**config.mk**
```make
export PLATFORM = sky130hd
export DESIGN_NAME = bmp_modmul
export DESIGN_NICKNAME = d
export VERILOG_FILES = /design/src/rtl/bmp_pkg.sv /design/src/rtl/bmp_modmul.sv
export SDC_FILE = /design/constraint.sdc
export NUM_CORES = 2
export LEC_CHECK = 0
export BUFFER_PORTS_ARGS = -buffer_cell sky130_fd_sc_hd__buf_4
export CORE_MARGIN = 1
export CORE_UTILIZATION = 45
export CTS_CLUSTER_DIAMETER = 40
export DETAILED_ROUTE_END_ITERATION = 8
export PLACE_DENSITY = 0.57
export SETUP_SLACK_MARGIN = 0.2
export SYNTH_ARGS = -nofsm -noshare
export SYNTH_HDL_FRONTEND = slang
export SYNTH_SLANG_ARGS = --single-unit
export TNS_END_PERCENT = 50
```
**constraint.sdc**
```tcl
create_clock -name clk -period 16.4 [get_ports clk]
set_clock_uncertainty 0.15 [all_clocks]
set_input_delay 4.92 -clock clk [delete_from_list [all_inputs] [get_ports clk]]
set_output_delay 4.92 -clock clk [all_outputs]
set_load 0.02 [all_outputs]
```
**src/rtl/bmp_pkg.sv**
```systemverilog
`timescale 1ns / 1ps
// bmp_pkg: constants and shared types for the binomial mod prime unit
// no dependencies; used by every other file of the block
package bmp_pkg;

  localparam int N_W = 10;
  localparam int R_W = 30;
  localparam int N_MAX = (1 << N_W) - 1;

  localparam logic [R_W-1:0] PRIME = 30'd1000000007;
  localparam logic [R_W-1:0] FERMAT_EXP = PRIME - 30'd2;

  // barrett reduction constant floor(2^60 / p)
  localparam logic [63:0] BARRETT_WIDE = (64'd1 << 60) / 64'(PRIME);
  localparam logic [30:0] BARRETT_M = BARRETT_WIDE[30:0];

  localparam logic [31:0] PRIME_X1 = 32'(PRIME);
  localparam logic [31:0] PRIME_X2 = 32'(PRIME) << 1;

  // pipeline depth of the modular multiplier
  localparam int MUL_LAT = 4;

  typedef struct packed {
    logic           fact_we;
    logic           ifact_we;
    logic [N_W-1:0] addr;
    logic [R_W-1:0] data;
  } bmp_wr_t;

endpackage

```
**src/rtl/bmp_modmul.sv**
```systemverilog
`timescale 1ns / 1ps
// bmp_modmul: pipelined a*b mod p with barrett reduction, four stages
// depends on bmp_pkg
module bmp_modmul import bmp_pkg::*; (
  input  logic           clk,
  input  logic           rst_n,
  input  logic           en,
  input  logic           in_valid,
  input  logic [R_W-1:0] a,
  input  logic [R_W-1:0] b,
  output logic           out_valid,
  output logic [R_W-1:0] result
);

  logic [MUL_LAT-1:0] v_r;
  logic [59:0]        x_r;
  logic [61:0]        t_r;
  logic [31:0]        xl_r;
  logic [31:0]        r_r;
  logic [R_W-1:0]     res_r;
  logic [30:0]        q;
  logic [31:0]        qp;
  logic [31:0]        r_fix;

  assign q  = t_r[61:31];
  assign qp = 32'(q) * PRIME_X1;

  // remainder estimate is below 3p
  always_comb begin
    if (r_r >= PRIME_X2) begin
      r_fix = r_r - PRIME_X2;
    end else if (r_r >= PRIME_X1) begin
      r_fix = r_r - PRIME_X1;
    end else begin
      r_fix = r_r;
    end
  end

  always_ff @(posedge clk) begin
    if (!rst_n) begin
      v_r <= '0;
    end else if (en) begin
      v_r <= {v_r[MUL_LAT-2:0], in_valid};
    end
  end

  always_ff @(posedge clk) begin
    if (en) begin
      x_r   <= 60'(a) * 60'(b);
      t_r   <= 62'(x_r[59:29]) * 62'(BARRETT_M);
      xl_r  <= x_r[31:0];
      r_r   <= xl_r - qp;
      res_r <= r_fix[R_W-1:0];
    end
  end

  assign out_valid = v_r[MUL_LAT-1];
  assign result    = res_r;

endmodule

```
== Word-level counts from Yosys, hierarchy flattened ==
Index checks and enable logic that the tools add are counted.

* Bits in registers: 217
* Input bits: 64
* Output and inout bits: 31
* Logic and storage cells: 16

* Add/sub/neg operators: 3
* Multipliers: 3
* Magnitude comparators: 2
* Mux-type cells: 2

{| class="wikitable"
|+ Operator list
! operator !! number
|-
| $mul A30 B30 Y60 || 1
|-
| $mux W30 || 2
|-
| $sub A30 B30 Y30 const B || 2
|-
| $mul A31 B28 Y59 const B || 1
|-
| $ge A32 B30 Y1 const B || 1
|-
| $ge A32 B31 Y1 const B || 1
|-
| $mul A31 B30 Y32 const B || 1
|-
| $sub A32 B32 Y32 || 1
|}

== Logic depth before layout (Yosys ltp) ==
* Depth after elaboration: 3
* Depth in mapped cells: 29
* Depth with buffers taken out: 27

== Worst setup path after synthesis ==
Ideal clock, no wire load.

* Path type: in2reg
* Start point: in a[20]
* End point: reg x_r[59] (data pin)
* Arrival: 11474 ps
* Data required time: 15984 ps
* Setup slack: 4510 ps
* Stages on the path: 26
* Path buffers: 2
* Cells stage by stage: clkbuf_1 -> nand2_1 -> fa_1 -> inv_1 -> fa_1 -> inv_1 -> fa_1 -> inv_1 -> fa_1 -> fa_1 -> fa_1 -> fa_1 -> inv_1 -> fa_1 -> inv_1 -> ha_1 -> clkbuf_1 -> nand3_1 -> nor3_1 -> o311ai_0 -> a21boi_0 -> a31oi_1 -> a22oi_1 -> and3_1 -> o2111a_1 -> nor3_1

* Cells in the longest elaborated chain, start to end: 1

{| class="wikitable"
|+ Ends and longest elaborated chain
! what !! line !! text
|-
| start: declaration || bmp_modmul.sv:9 || <nowiki>input logic [R_W-1:0] a,</nowiki>
|-
| $mul A30 B30 Y60 || bmp_modmul.sv:49 || <nowiki>x_r <= 60'(a) * 60'(b);</nowiki>
|-
| end signal: assignment || bmp_modmul.sv:49 ||
|-
| end: declaration || bmp_modmul.sv:16 || <nowiki>logic [59:0] x_r;</nowiki>
|}

No other way between the ends.
A chain may end at the register's enable or synchronous reset.

== Worst setup path in the final report ==
* Start point: in a[27]
* End point: reg x_r[59] (data pin)

Same word-level chain as after synthesis.

==> metrics.md <==
| Metric | Value |
|---|---|
| Count of final setup violators | 0 |
| #FFs+latches synth | 189 |
| Synth Area in Adders | 60.16% |
| Register Area | 5635 sq um |
| Antenna fix cells | 0 |
| Utilization after layout | 47.57% |
| Status | completed |
| Share of layout cells above drive strength 1 | under 10% |
| Core Area | about 130,000 sq um |
| Crit. End Element | register |
| Relative slew margins | about a quarter |
| Chip Width | 361.8 um |
| GRT overflow | 0 |
| Critical path class | input port to register |
| Dpl hpwl | 121,000 um |
| Req. time, crit path | 16.48 ns |
| DIE AREA | 130,900 sq um |
| Post-synth top flop | edfxtp_1 |
| CTS H-tree lvls | 4 |
| RR Endpoint | t_r[55]$_DFFE_PP_ |
| Post_cts resized | 0 |
| CP Max Fanout | 30 |
| Max Transition Viols Final | 0 |
| Post-Synth XOR/XNOR Area | 2.646% |
| CTS Hold Bufs | 0 |
| First-pass GRT wire length | 236,900 um |
| Detailed-route via count | roughly 38,000 |
| Setup slack, reg-to-reg | 8.18 ns |
| Commonest non-fill, non-tap cell in the layout | inv_1 |
| Post-synthesis mux area share | less than 1% |
| CTS root buf | clkbuf_16 |
| Clock insertion delay at the later pin of the skew report | 0.48 ns |
| Layout Area Growth over Synthesis | 4.528% |
| Syn Area/Cell | 9.910 sq um |
| Post-synthesis simple-gate area fraction | between 10% and 20% |
| Routed WL | 146,500 um |
| Crit share post-route | 77.23% |
| Post-Syn Area | 58,250 sq um |
| Setup TNS | 0 ns |
| F_max | just under 0.08 GHz |
| Area of the multi-input gates | 45,990 sq um |
| Via count of the first global-routing pass | around 42,000 |
| Routability cong. | 0.8993 |
| Arrival @ worst endpoint | between 10 and 15 ns |
| Post-CTS Setup Repair Bufs | 0 |
| WL/cell | roughly 19 um |
| Worst slew pin tran | 1.120 ns |
| FILL cells | 12,208 |
| Clk buf depth | 2 |
| RSZ-0062 raised after global routing | false |
| Number of max-cap violations | 0 |
| DRC | 0 |
| Initial antenna violation count | 2 |
| Final Net Count | 7,881 |
| Most frequent cells in the layout | inv_1, fa_1, ha_1 |
| Initial drt markers | 2,224 |
| Critical Path Sink | x_r[59]$_DFFE_PP_ |
| Crit path from | a[27] |
| Final ANT Viol Nets | 0 |
| Tot GR Track Use | a little under a quarter |
| Initial core utilization | between 40% and 50% |
| Placed cell count | ~7,500 |
| # clock sinks | between 150 and 200 |
| Crit path time final | approximately 13 ns |
| Ports | 95 |
| Non-Filler Instances | 7,515 |
| CP Launch Type | input port |
| Reg-to-reg startpoint | x_r[48]$_DFFE_PP_ |
| Port bufs | 94 |
| Hold Path Class | register to register |
| Largest net degree at the start of global routing | 76 |
| Die height | 361.8 um |
| Syn_nets | about 8,000 |
| Site row count | roughly 130 |
| Hold WS | 0.2719 ns |
| Compound-Gate Fraction of Synth Area | under 10% |
| Inserted Clock Buffers | 17 |
| Post-synth ARST share | 0% |
| Via/cell ratio | 5.070 |
| EDFF count, synth | ~190 |
| Synth cell types | 74 |
| Main combinational cell family by area after synthesis | adder cells |
| Clk slew on worst S/H paths | about 0.07 ns |
| Worst Reg-to-Reg Cells | 19 |
| YS warnings | 0 |
| DR pass1 iterations | 7 |
| Final Hold Viols | 0 |
| CTS tree | done |
| Post-Synthesis Cells | 5,878 |
| Register area share after synthesis | 9.674% |
per-layer routing:
layer	wire [um]	track usage (%)	vias up
met5	0	0	-
met4	2013	4.212	0
met3	7887	2.922	110
met2	67380	37.86	929
met1	69240	33.96	19560
li1	-	-	17505
registers in the layout (all words and copies together), names as in the netlist:
register,count
result,30
r_r,32
v_r,4
x_r,60
xl_r,32
t_r,31
how the worst min path moves through the flow:
| stage | endpoint | depth (start not counted) | slack (ns) | start |
|---|---|---|---|---|
| floorplan | xl_r[0]$_DFFE_PP_ | 0 | 0.25 | x_r[0]$_DFFE_PP_ |
| global placement | xl_r[9]$_DFFE_PP_ | 0 | 0.25 | x_r[9]$_DFFE_PP_ |
| detailed placement | xl_r[11]$_DFFE_PP_ | 0 | 0.25 | x_r[11]$_DFFE_PP_ |
| CTS | xl_r[11]$_DFFE_PP_ | 0 | 0.27 | x_r[11]$_DFFE_PP_ |
| global route | xl_r[11]$_DFFE_PP_ | 0 | 0.28 | x_r[11]$_DFFE_PP_ |
| finish | xl_r[11]$_DFFE_PP_ | 0 | 0.27 | x_r[11]$_DFFE_PP_ |
synthesized netlist by cell type, types with 6 or more instances:
| library cell | number | area (sq um) |
|---|---|---|
| nand2_1 | 473 | 1775 |
| o21a_1 | 13 | 97.59 |
| clkbuf_1 | 213 | 799.5 |
| a21oi_1 | 123 | 615.6 |
| nor3_1 | 28 | 140.1 |
| buf_2 | 8 | 40.04 |
| o21ai_1 | 10 | 50.05 |
| and4_1 | 6 | 52.55 |
| ha_1 | 784 | 9809 |
| o21ai_0 | 78 | 390.4 |
| xnor2_1 | 132 | 1156 |
| o22ai_1 | 6 | 37.54 |
| nor2b_1 | 20 | 125.1 |
| o211ai_1 | 15 | 112.6 |
| xor2_1 | 44 | 385.4 |
| nand3_1 | 43 | 215.2 |
| edfxtp_1 | 185 | 5555 |
| a211oi_1 | 17 | 127.6 |
| inv_1 | 1531 | 5747 |
| or2_2 | 6 | 37.54 |
| a31oi_1 | 19 | 118.9 |
| a211o_1 | 7 | 61.31 |
| a21o_1 | 64 | 480.5 |
| nor4_1 | 6 | 37.54 |
| and3_1 | 11 | 68.82 |
| fa_1 | 1260 | 25220 |
| nor2_1 | 87 | 326.6 |
| or4_1 | 7 | 52.55 |
| and2_1 | 519 | 3247 |
| o21bai_1 | 19 | 142.6 |
| nand2b_1 | 14 | 87.58 |
| nand4_1 | 21 | 131.4 |
metrics by stage:
stage	setup slack, ns	area, sq um
global placement	3.238	60320
finish	3.734	60890
floorplan	4.510	58250
detailed placement	3.273	60320
global route	3.494	60890
CTS	3.810	60890
final cells by class:
class,instances,area share (%)
Multi-Input combinational cell,3930,75.53
Timing Repair Buffer,104,1.293
Clock buffer,21,0.7398
Clock inverter,11,0.1952
Tap cell,1729,3.553
Sequential cell,189,9.255
Inverter,1531,9.438
kinds of logic (layout without fill, tap and decap cells):
group / Yosys count / in the layout
muxes: 5 / 5
adders and majority gates: 2045 / 2045
buffers and inverters: 1759 / 1667
xor gates and xnor gates: 176 / 176
and+or+nand+nor: 1259 / 1259
AOI/OAI and AO/OA: 445 / 445
DFF: 189 / 189
worst max-delay path, cell delays in order:
cell,delay [ns]
buf_4,0.40
nand2_1,0.15
fa_1,0.55
inv_1,0.06
fa_1,0.47
fa_1,0.51
inv_1,0.06
fa_1,0.47
inv_1,0.05
fa_1,0.48
fa_1,0.53
fa_1,0.55
inv_1,0.07
fa_1,0.47
inv_1,0.04
ha_1,0.43
nand4_1,0.20
nor3_1,0.51
o311ai_0,0.40
a21boi_0,0.26
a31oi_1,0.14
a22oi_1,0.45
and3_1,0.28
o2111a_1,0.21
nor3_1,0.05
Power is left out: the tool's default activity adds up to more than one toggle a clock period on the data nets, which glitch-free logic cannot reach.
