==> src/rtl/bmp_pkg.sv <==
`timescale 1ns / 1ps
// bmp_pkg: constants and shared types for the binomial mod prime unit
// no dependencies; used by every other file of the block
package bmp_pkg;

  localparam int N_W = 10;
  localparam int R_W = 30;
  localparam int N_MAX = (1 << N_W) - 1;

  localparam logic [R_W-1:0] PRIME = 30'd1000000007;
  localparam logic [R_W-1:0] FERMAT_EXP = PRIME - 30'd2;

  // barrett reduction constant floor(2^60 / p)
  localparam logic [63:0] BARRETT_WIDE = (64'd1 << 60) / 64'(PRIME);
  localparam logic [30:0] BARRETT_M = BARRETT_WIDE[30:0];

  localparam logic [31:0] PRIME_X1 = 32'(PRIME);
  localparam logic [31:0] PRIME_X2 = 32'(PRIME) << 1;

  // pipeline depth of the modular multiplier
  localparam int MUL_LAT = 4;

  typedef struct packed {
    logic           fact_we;
    logic           ifact_we;
    logic [N_W-1:0] addr;
    logic [R_W-1:0] data;
  } bmp_wr_t;

endpackage

==> src/rtl/bmp_modmul.sv <==
`timescale 1ns / 1ps
// bmp_modmul: pipelined a*b mod p with barrett reduction, four stages
// depends on bmp_pkg
module bmp_modmul import bmp_pkg::*; (
  input  logic           clk,
  input  logic           rst_n,
  input  logic           en,
  input  logic           in_valid,
  input  logic [R_W-1:0] a,
  input  logic [R_W-1:0] b,
  output logic           out_valid,
  output logic [R_W-1:0] result
);

  logic [MUL_LAT-1:0] v_r;
  logic [59:0]        x_r;
  logic [61:0]        t_r;
  logic [31:0]        xl_r;
  logic [31:0]        r_r;
  logic [R_W-1:0]     res_r;
  logic [30:0]        q;
  logic [31:0]        qp;
  logic [31:0]        r_fix;

  assign q  = t_r[61:31];
  assign qp = 32'(q) * PRIME_X1;

  // remainder estimate is below 3p
  always_comb begin
    if (r_r >= PRIME_X2) begin
      r_fix = r_r - PRIME_X2;
    end else if (r_r >= PRIME_X1) begin
      r_fix = r_r - PRIME_X1;
    end else begin
      r_fix = r_r;
    end
  end

  always_ff @(posedge clk) begin
    if (!rst_n) begin
      v_r <= '0;
    end else if (en) begin
      v_r <= {v_r[MUL_LAT-2:0], in_valid};
    end
  end

  always_ff @(posedge clk) begin
    if (en) begin
      x_r   <= 60'(a) * 60'(b);
      t_r   <= 62'(x_r[59:29]) * 62'(BARRETT_M);
      xl_r  <= x_r[31:0];
      r_r   <= xl_r - qp;
      res_r <= r_fix[R_W-1:0];
    end
  end

  assign out_valid = v_r[MUL_LAT-1];
  assign result    = res_r;

endmodule

==> src/rtl/bmp_init.sv <==
`timescale 1ns / 1ps
// bmp_init: table fill sequencer run after reset (factorials forward,
// fermat inverse of the last factorial, inverse factorials backward)
// depends on bmp_pkg and bmp_modmul
module bmp_init import bmp_pkg::*; #(
  parameter int unsigned LIM = 1023
) (
  input  logic    clk,
  input  logic    rst_n,
  output bmp_wr_t wr,
  output logic    done
);

  localparam logic [1:0] PH_FACT  = 2'd0;
  localparam logic [1:0] PH_POW   = 2'd1;
  localparam logic [1:0] PH_IFACT = 2'd2;
  localparam logic [1:0] PH_DONE  = 2'd3;

  localparam logic [N_W-1:0] LAST = N_W'(LIM);

  logic [1:0]     phase_r;
  logic           busy_r;
  logic           sq_done_r;
  logic [4:0]     bit_r;
  logic [N_W-1:0] idx_r;
  logic [R_W-1:0] acc_r;
  logic [R_W-1:0] base_r;
  logic           mul_v_r;
  logic [R_W-1:0] mul_a_r;
  logic [R_W-1:0] mul_b_r;
  bmp_wr_t        wr_r;
  logic           res_v;
  logic [R_W-1:0] res;
  logic           mul_go;
  logic           pow_last;
  logic           fact_wr;
  logic           ifact_wr;

  bmp_modmul u_mul (
    .clk      (clk),
    .rst_n    (rst_n),
    .en       (1'b1),
    .in_valid (mul_v_r),
    .a        (mul_a_r),
    .b        (mul_b_r),
    .out_valid(res_v),
    .result   (res)
  );

  assign mul_go   = !busy_r && ((phase_r == PH_FACT) || (phase_r == PH_POW) ||
                    ((phase_r == PH_IFACT) && (idx_r != '0)));
  // last step of the exponentiation writes the top inverse factorial
  assign pow_last = (phase_r == PH_POW) && busy_r && res_v &&
                    (sq_done_r || !FERMAT_EXP[bit_r]) && (bit_r == 5'd0);
  assign fact_wr  = (phase_r == PH_FACT) && busy_r && res_v;
  assign ifact_wr = pow_last || ((phase_r == PH_IFACT) && busy_r && res_v);

  always_ff @(posedge clk) begin
    if (!rst_n) begin
      phase_r   <= PH_FACT;
      busy_r    <= 1'b0;
      sq_done_r <= 1'b0;
      bit_r     <= 5'd29;
      idx_r     <= N_W'(1);
      acc_r     <= R_W'(1);
      mul_v_r   <= 1'b0;
      // entry zero of the factorial table is one
      wr_r      <= '{fact_we: 1'b1, ifact_we: 1'b0, addr: '0, data: R_W'(1)};
    end else begin
      mul_v_r       <= mul_go;
      wr_r.fact_we  <= fact_wr;
      wr_r.ifact_we <= ifact_wr;
      unique case (phase_r)
        PH_FACT: begin
          if (!busy_r) begin
            mul_a_r <= acc_r;
            mul_b_r <= R_W'(idx_r);
            busy_r  <= 1'b1;
          end else if (res_v) begin
            busy_r    <= 1'b0;
            wr_r.addr <= idx_r;
            wr_r.data <= res;
            if (idx_r == LAST) begin
              phase_r   <= PH_POW;
              base_r    <= res;
              acc_r     <= R_W'(1);
              bit_r     <= 5'd29;
              sq_done_r <= 1'b0;
            end else begin
              acc_r <= res;
              idx_r <= idx_r + N_W'(1);
            end
          end
        end
        PH_POW: begin
          if (!busy_r) begin
            mul_a_r <= acc_r;
            mul_b_r <= sq_done_r ? base_r : acc_r;
            busy_r  <= 1'b1;
          end else if (res_v) begin
            busy_r <= 1'b0;
            acc_r  <= res;
            if (!sq_done_r && FERMAT_EXP[bit_r]) begin
              sq_done_r <= 1'b1;
            end else begin
              sq_done_r <= 1'b0;
              if (bit_r == 5'd0) begin
                phase_r   <= PH_IFACT;
                idx_r     <= LAST;
                wr_r.addr <= LAST;
                wr_r.data <= res;
              end else begin
                bit_r <= bit_r - 5'd1;
              end
            end
          end
        end
        PH_IFACT: begin
          if (!busy_r) begin
            if (idx_r == '0) begin
              phase_r <= PH_DONE;
            end else begin
              mul_a_r <= acc_r;
              mul_b_r <= R_W'(idx_r);
              busy_r  <= 1'b1;
            end
          end else if (res_v) begin
            busy_r    <= 1'b0;
            acc_r     <= res;
            wr_r.addr <= idx_r - N_W'(1);
            wr_r.data <= res;
            idx_r     <= idx_r - N_W'(1);
          end
        end
        PH_DONE: begin
        end
        default: begin
          phase_r <= PH_DONE;
        end
      endcase
    end
  end

  assign wr   = wr_r;
  assign done = (phase_r == PH_DONE);

endmodule

==> config.mk <==
export PLATFORM = sky130hd
export DESIGN_NAME = bmp_init
export DESIGN_NICKNAME = d
export VERILOG_FILES = /design/src/rtl/bmp_pkg.sv /design/src/rtl/bmp_modmul.sv /design/src/rtl/bmp_init.sv
export SDC_FILE = /design/constraint.sdc
export NUM_CORES = 2
export LEC_CHECK = 0
export BUFFER_PORTS_ARGS = -buffer_cell sky130_fd_sc_hd__buf_4
export CAP_MARGIN = 40
export CORE_ASPECT_RATIO = 1.25
export CORE_MARGIN = 1
export CORE_UTILIZATION = 25
export CTS_CLUSTER_DIAMETER = 200
export DETAILED_ROUTE_END_ITERATION = 6
export PLACE_DENSITY_LB_ADDON = 0.2
export SYNTH_ARGS = -nofsm -noshare
export SYNTH_HDL_FRONTEND = slang
export SYNTH_SLANG_ARGS = --single-unit
==> constraint.sdc <==
create_clock -name clk -period 14.26 [get_ports clk]
set_clock_uncertainty 0.2 [all_clocks]
set_input_delay 2.852 -clock clk [delete_from_list [all_inputs] [get_ports clk]]
set_output_delay 2.852 -clock clk [all_outputs]
set_load 0.02 [all_outputs]
Yosys cells after proc, flatten, opt, wreduce, memory -nomap -nowiden. Memories as Yosys holds them, arrays and structs flattened. A register that Yosys moved wholly into a read port is not among the register bits. Cells that the tools add are included.

Register bits after elaboration: 399. Bits in latches: 0. Memory bits (writable): 0. Memory bits (read-only): 32. Output and inout port bits: 43. Memories: 1.

Add/subtract/negate cells: 6. Multipliers: 3. Divide/modulo/power cells: 0. Order comparisons: 3. Equality and inequality tests: 23. Shift-type cells: 0. Multiplexer cells: 70. Bitwise logic cells: 0. Reductions and logical operators: 37.

Memories: (name not given) (words 32, bits a word 1, read ports 1, clocked after Yosys merged registers in 1, wr ports 0, RTL line bmp_init.sv:103) `if (!sq_done_r && FERMAT_EXP[bit_r]) begin`.

Operator list (count): $mux W30 (15); $mux W40 (8); $pmux W30 S2 (2); $pmux W40 S3 (1); $mux W10 (9); $pmux W30 S3 (1); $mul A30 B30 Y60 (1); $sub A30 B30 Y30 const B (2); $mul A31 B28 Y59 const B (1); $mux W5 (9); $ge A32 B30 Y1 const B (1); $ge A32 B31 Y1 const B (1); $mul A31 B30 Y32 const B (1); $sub A32 B32 Y32 (1); $pmux W10 S3 (1); $ne A2 B2 Y1 const B (11); $reduce_and A10 Y1 (2); $mux W2 (9); $ne A2 B1 Y1 const B (8); $reduce_and A5 Y1 (3); $reduce_and A6 Y1 (2); $logic_and A1 B1 Y1 (11); $mux W1 (11); $add A10 B1 Y10 const B (1); 20 further kinds (30).

Logic depth before layout (Yosys ltp).
Depth after elaboration: 9. Mapped depth: 29.

Modules after synthesis. Synthesis repeated with hierarchy kept, for this count alone.

Cell total of the unflattened synthesis: 6654. Area, all modules: 66018.3 um^2.

By module, submodules not included: bmp_modmul (times used 1, cells an instance 5952, area each 58438.5 um^2, sequential area each 5635.4 um^2); bmp_init (times used 1, cells an instance 702, area each 7579.8 um^2, sequential area each 4564.4 um^2).

Worst setup path after synthesis. Ideal clock, no wire load.

Path type: register to register. Start: register mul_b_r[7]. End: register u_mul.x_r[59]. Library setup time: 72 ps. Data arrival time: 7319 ps. Required time: 13988 ps. Path slack: 6669 ps. Cell stages (with the launch flop): 26. Period minus slack after synthesis: 7591 ps. Cell sequence: edfxtp_1 > clkbuf_1 > and2_1 > fa_1 > fa_1 > inv_1 > fa_1 > fa_1 > fa_1 > inv_1 > fa_1 > fa_1 > inv_1 > fa_1 > inv_1 > ha_1 > and4_1 > nand3_1 > or2_0 > a211oi_1 > nor2_1 > o41ai_2 > a31oi_1 > or3_1 > a21oi_1 > xnor2_1.

Longest elaborated chain between the ends: 1.

RTL lines: start, declared (RTL line bmp_init.sv:30) `logic [R_W-1:0] mul_b_r;`; start signal, assigned (RTL line bmp_init.sv:77) `mul_b_r <= R_W'(idx_r);`; start signal, assigned (RTL line bmp_init.sv:98) `mul_b_r <= sq_done_r ? base_r : acc_r;`; start signal, assigned (RTL line bmp_init.sv:124) `mul_b_r <= R_W'(idx_r);`; $mul A30 B30 Y60 (RTL line bmp_modmul.sv:49) `x_r <= 60'(a) * 60'(b);`; end signal, assigned (RTL line bmp_modmul.sv:49); end, declared (RTL line bmp_modmul.sv:16) `logic [59:0] x_r;`.

Every way passes these cells. A chain may end at the register's enable or synchronous reset.

Worst setup path after layout.
Start: register mul_b_r[4]. End: register u_mul.x_r[57].

The elaborated chain is that of the path after synthesis.

==> flow_summary_export.csv <==
group,metric,value,unit
floorplan,die-area,254900,um^2
critical_path,worst-r2r-cell-count,25,
yosys,synth_top_area_frac,0.3989,
timing,tns,0,ps
routing,drcViolationCount,0,
global_routing,grt_pass1_vias,48860,
hold_path,hold_start,"u_mul.x_r[1]",
global_routing,antenna_found_initial,6,
routing,drt-total-wl,202.0,mm
yosys,yosysSeqAreaShare,0.1320,
cts,cts_setup_buffers,0,
timing,setup_viol,0,
hold_path,min_to,"u_mul.xl_r[1]",
hold_path,hold_depth,0,
place,place_congestion,0.8648,
routing,wl_per_cell,20.58,um
hold_path,worstHoldPathType,"flip-flop to flip-flop",
global_routing,gr-total-overflow,0,
floorplan,die_h,564.3,um
cts,clock_sinks,372,
critical_path,worstPathRequired,14560,ps
yosys,synth_edf_count,90,
yosys,synth_warnings,0,
floorplan,die_x,451.8,um
cts,cts-resized-gates,0,
timing,max_slew_margin,0.4274,
timing,hold_viol,0,
yosys,synth_top_area_cell,"fa_1",
timing,max_freq,0.1114,GHz
routing,postRouteAntennaNets,0,
critical_path,r2r_end,"u_mul.x_r[57]",
yosys,synth_cell_types,76,
global_routing,track_usage,0.1618,
timing,rsz0062_at_grt,"no",
critical_path,startpoint_type,"flip-flop",
yosys,yosys_most_used_dff,"dfxtp_1",
yosys,synth_nets,8543,
critical_path,r2r_start,"mul_b_r[4]",
timing,fin_crit_sh,0.6296,
cts,clock_latency,640,ps
timing,tightest_slew,858.9,ps
critical_path,r2r_slack,5280,ps
floorplan,io_pins,45,
floorplan,coreArea,251800,um^2
floorplan,start_util,0.2511,
floorplan,num_rows,206,
cts,hold_buffers,0,
cts,cts_buffers,46,
layout,drive_gt1_frac,0.04182,
yosys,synth-seq-cells,372,
layout,area_growth,10.01,%
layout,fin_nets,8499,
routing,viasPerCell,4.330,
critical_path,critPathKind,"flip-flop to flip-flop",
timing,slew_violations,0,
critical_path,path_max_fanout,17,
yosys,netlist_instances,6486,
cts,cts_root_buffer,"clkbuf_16",
place,dp_hpwl,159.0,mm
critical_path,critPathArrivalTime,9280,ps
layout,layout_commonest_cell,"inv_1",
cts,cts.reportedPaths.clkPinSlew,70,ps
routing,num_vias,42490,
critical_path,cp-end-kind,"flip-flop",
yosys,netlist_area,63230,um^2
cts,tritoncts,"done",
timing,post-route-min-period,8978,ps
place,port_buffers,44,
cts,htree_levels,2,
yosys,ys_top_cells_by_area,"fa_1 40%, ha_1 16%, inv_1 9.3%",
routing,dr.pass1.iters,6,
global_routing,grt_pass1_wl,309.9,mm
run,max_cap_viol_count,0,
global_routing,grt_max_degree,62,
yosys,async_flop_share,0,
outcome,status,"complete, no violations",
yosys,avgSynthCellArea,9.749,um^2
routing,first_iter_violations,2090,
cts,clock_path_buffers,3,
layout,layout_common_cells,"1565 x inv_1, 1260 x fa_1, 794 x ha_1",
-- logic make-up (layout without fill, tap and decap cells) --
kind of cell / Yosys count / after routing / share of synthesized area
AO/OA/AOI/OAI: 573 / 573 / 0.05764
XOR/XNOR: 191 / 191 / 0.02646
adder cells (fa/ha/maj): 2056 / 2056 / 0.5564
buffers and inverters: 1813 / 1807 / 0.1078
flip-flops: 372 / 372 / 0.1320
multiplexers: 35 / 35 / 0.005561
other: 0 / 6 / 0
AND/OR/NAND/NOR: 1446 / 1446 / 0.1141
-- cell type report --
type | count | area, um^2
fillers | 26620 | 182300
multi-input cells | 4301 | 48090
flip-flops and latches | 372 | 8349
inverters | 1566 | 5878
well taps | 3328 | 4164
repair buffers | 155 | 1419
clock buffers | 64 | 1396
clock inverters | 22 | 246.5
diodes | 6 | 15.01
-- critical path, stage by stage (launching register included) --
cell and delay [ps]:
edfxtp_1 650, buf_16 270, and2_1 180, fa_1 480
fa_1 510, fa_1 520, inv_1 50, fa_1 490
inv_1 60, fa_1 480, fa_1 470, fa_1 520
inv_1 50, fa_1 480, inv_1 50, ha_1 430
and4_1 300, nand3_1 160, or2_0 270, a211oi_1 540
nor2_1 240, o41ai_2 510, a31oi_1 190, o21ai_1 390
a311oi_1 190, xnor2_1 160
-- worst max path at each step --
stage                     from             to  cells after the start
floorplan           mul_b_r[7]  u_mul.x_r[59]                     25
global placement    mul_b_r[4]  u_mul.x_r[57]                     24
detailed placement  mul_b_r[4]  u_mul.x_r[57]                     25
CTS                 mul_b_r[4]  u_mul.x_r[57]                     25
global route        mul_b_r[4]  u_mul.x_r[57]                     25
finish              mul_b_r[4]  u_mul.x_r[57]                     25
-- sequential cells by signal, summed over array words and instances, names as in the netlist, 31 cells and up, named ones only --
name	count
u_mul.x_r	60
wr	42
u_mul.xl_r	32
u_mul.r_r	32
u_mul.t_r	31
-- layer usage --
layer,part of all wire,vias to the layer above,wire [um],track usage
met4,0.030,0,6147,0.04492
met3,0.018,243,3662,0.009408
met2,0.55,574,110500,0.3155
met5,0,-,0,0
li1,-,19540,-,-
met1,0.40,22140,81710,0.1882
-- Yosys cell counts, types with 25 or more instances --
cell type / n
xnor2_1: 137
nand3_1: 41
clkbuf_1: 236
a21oi_1: 214
a211oi_1: 25
and2_1: 521
ha_1: 795
o21ai_0: 87
nor2_1: 142
nand2_1: 576
dfxtp_1: 282
mux2i_1: 34
nor3_1: 35
fa_1: 1260
a21o_1: 69
edfxtp_1: 90
a22oi_1: 30
nor2b_1: 36
inv_1: 1565
xor2_1: 54
-- metrics by stage --
stage	setup WS, ps	area [um^2]	hold WS (ps)	std cells	util
detailed placement	5288	67900	112.1	9722	0.2696
CTS	5258	69550	127.0	9808	0.2762
global route	4819	69550	138.2	9808	0.2762
finish	5282	69560	126.6	9814	0.2762
floorplan	6669	63230	109.6	6486	-
global placement	5048	67490	116.8	9701	0.2680
Power is left out: the tool's default activity adds up to more than one toggle a clock period on the data nets, which glitch-free logic cannot reach.
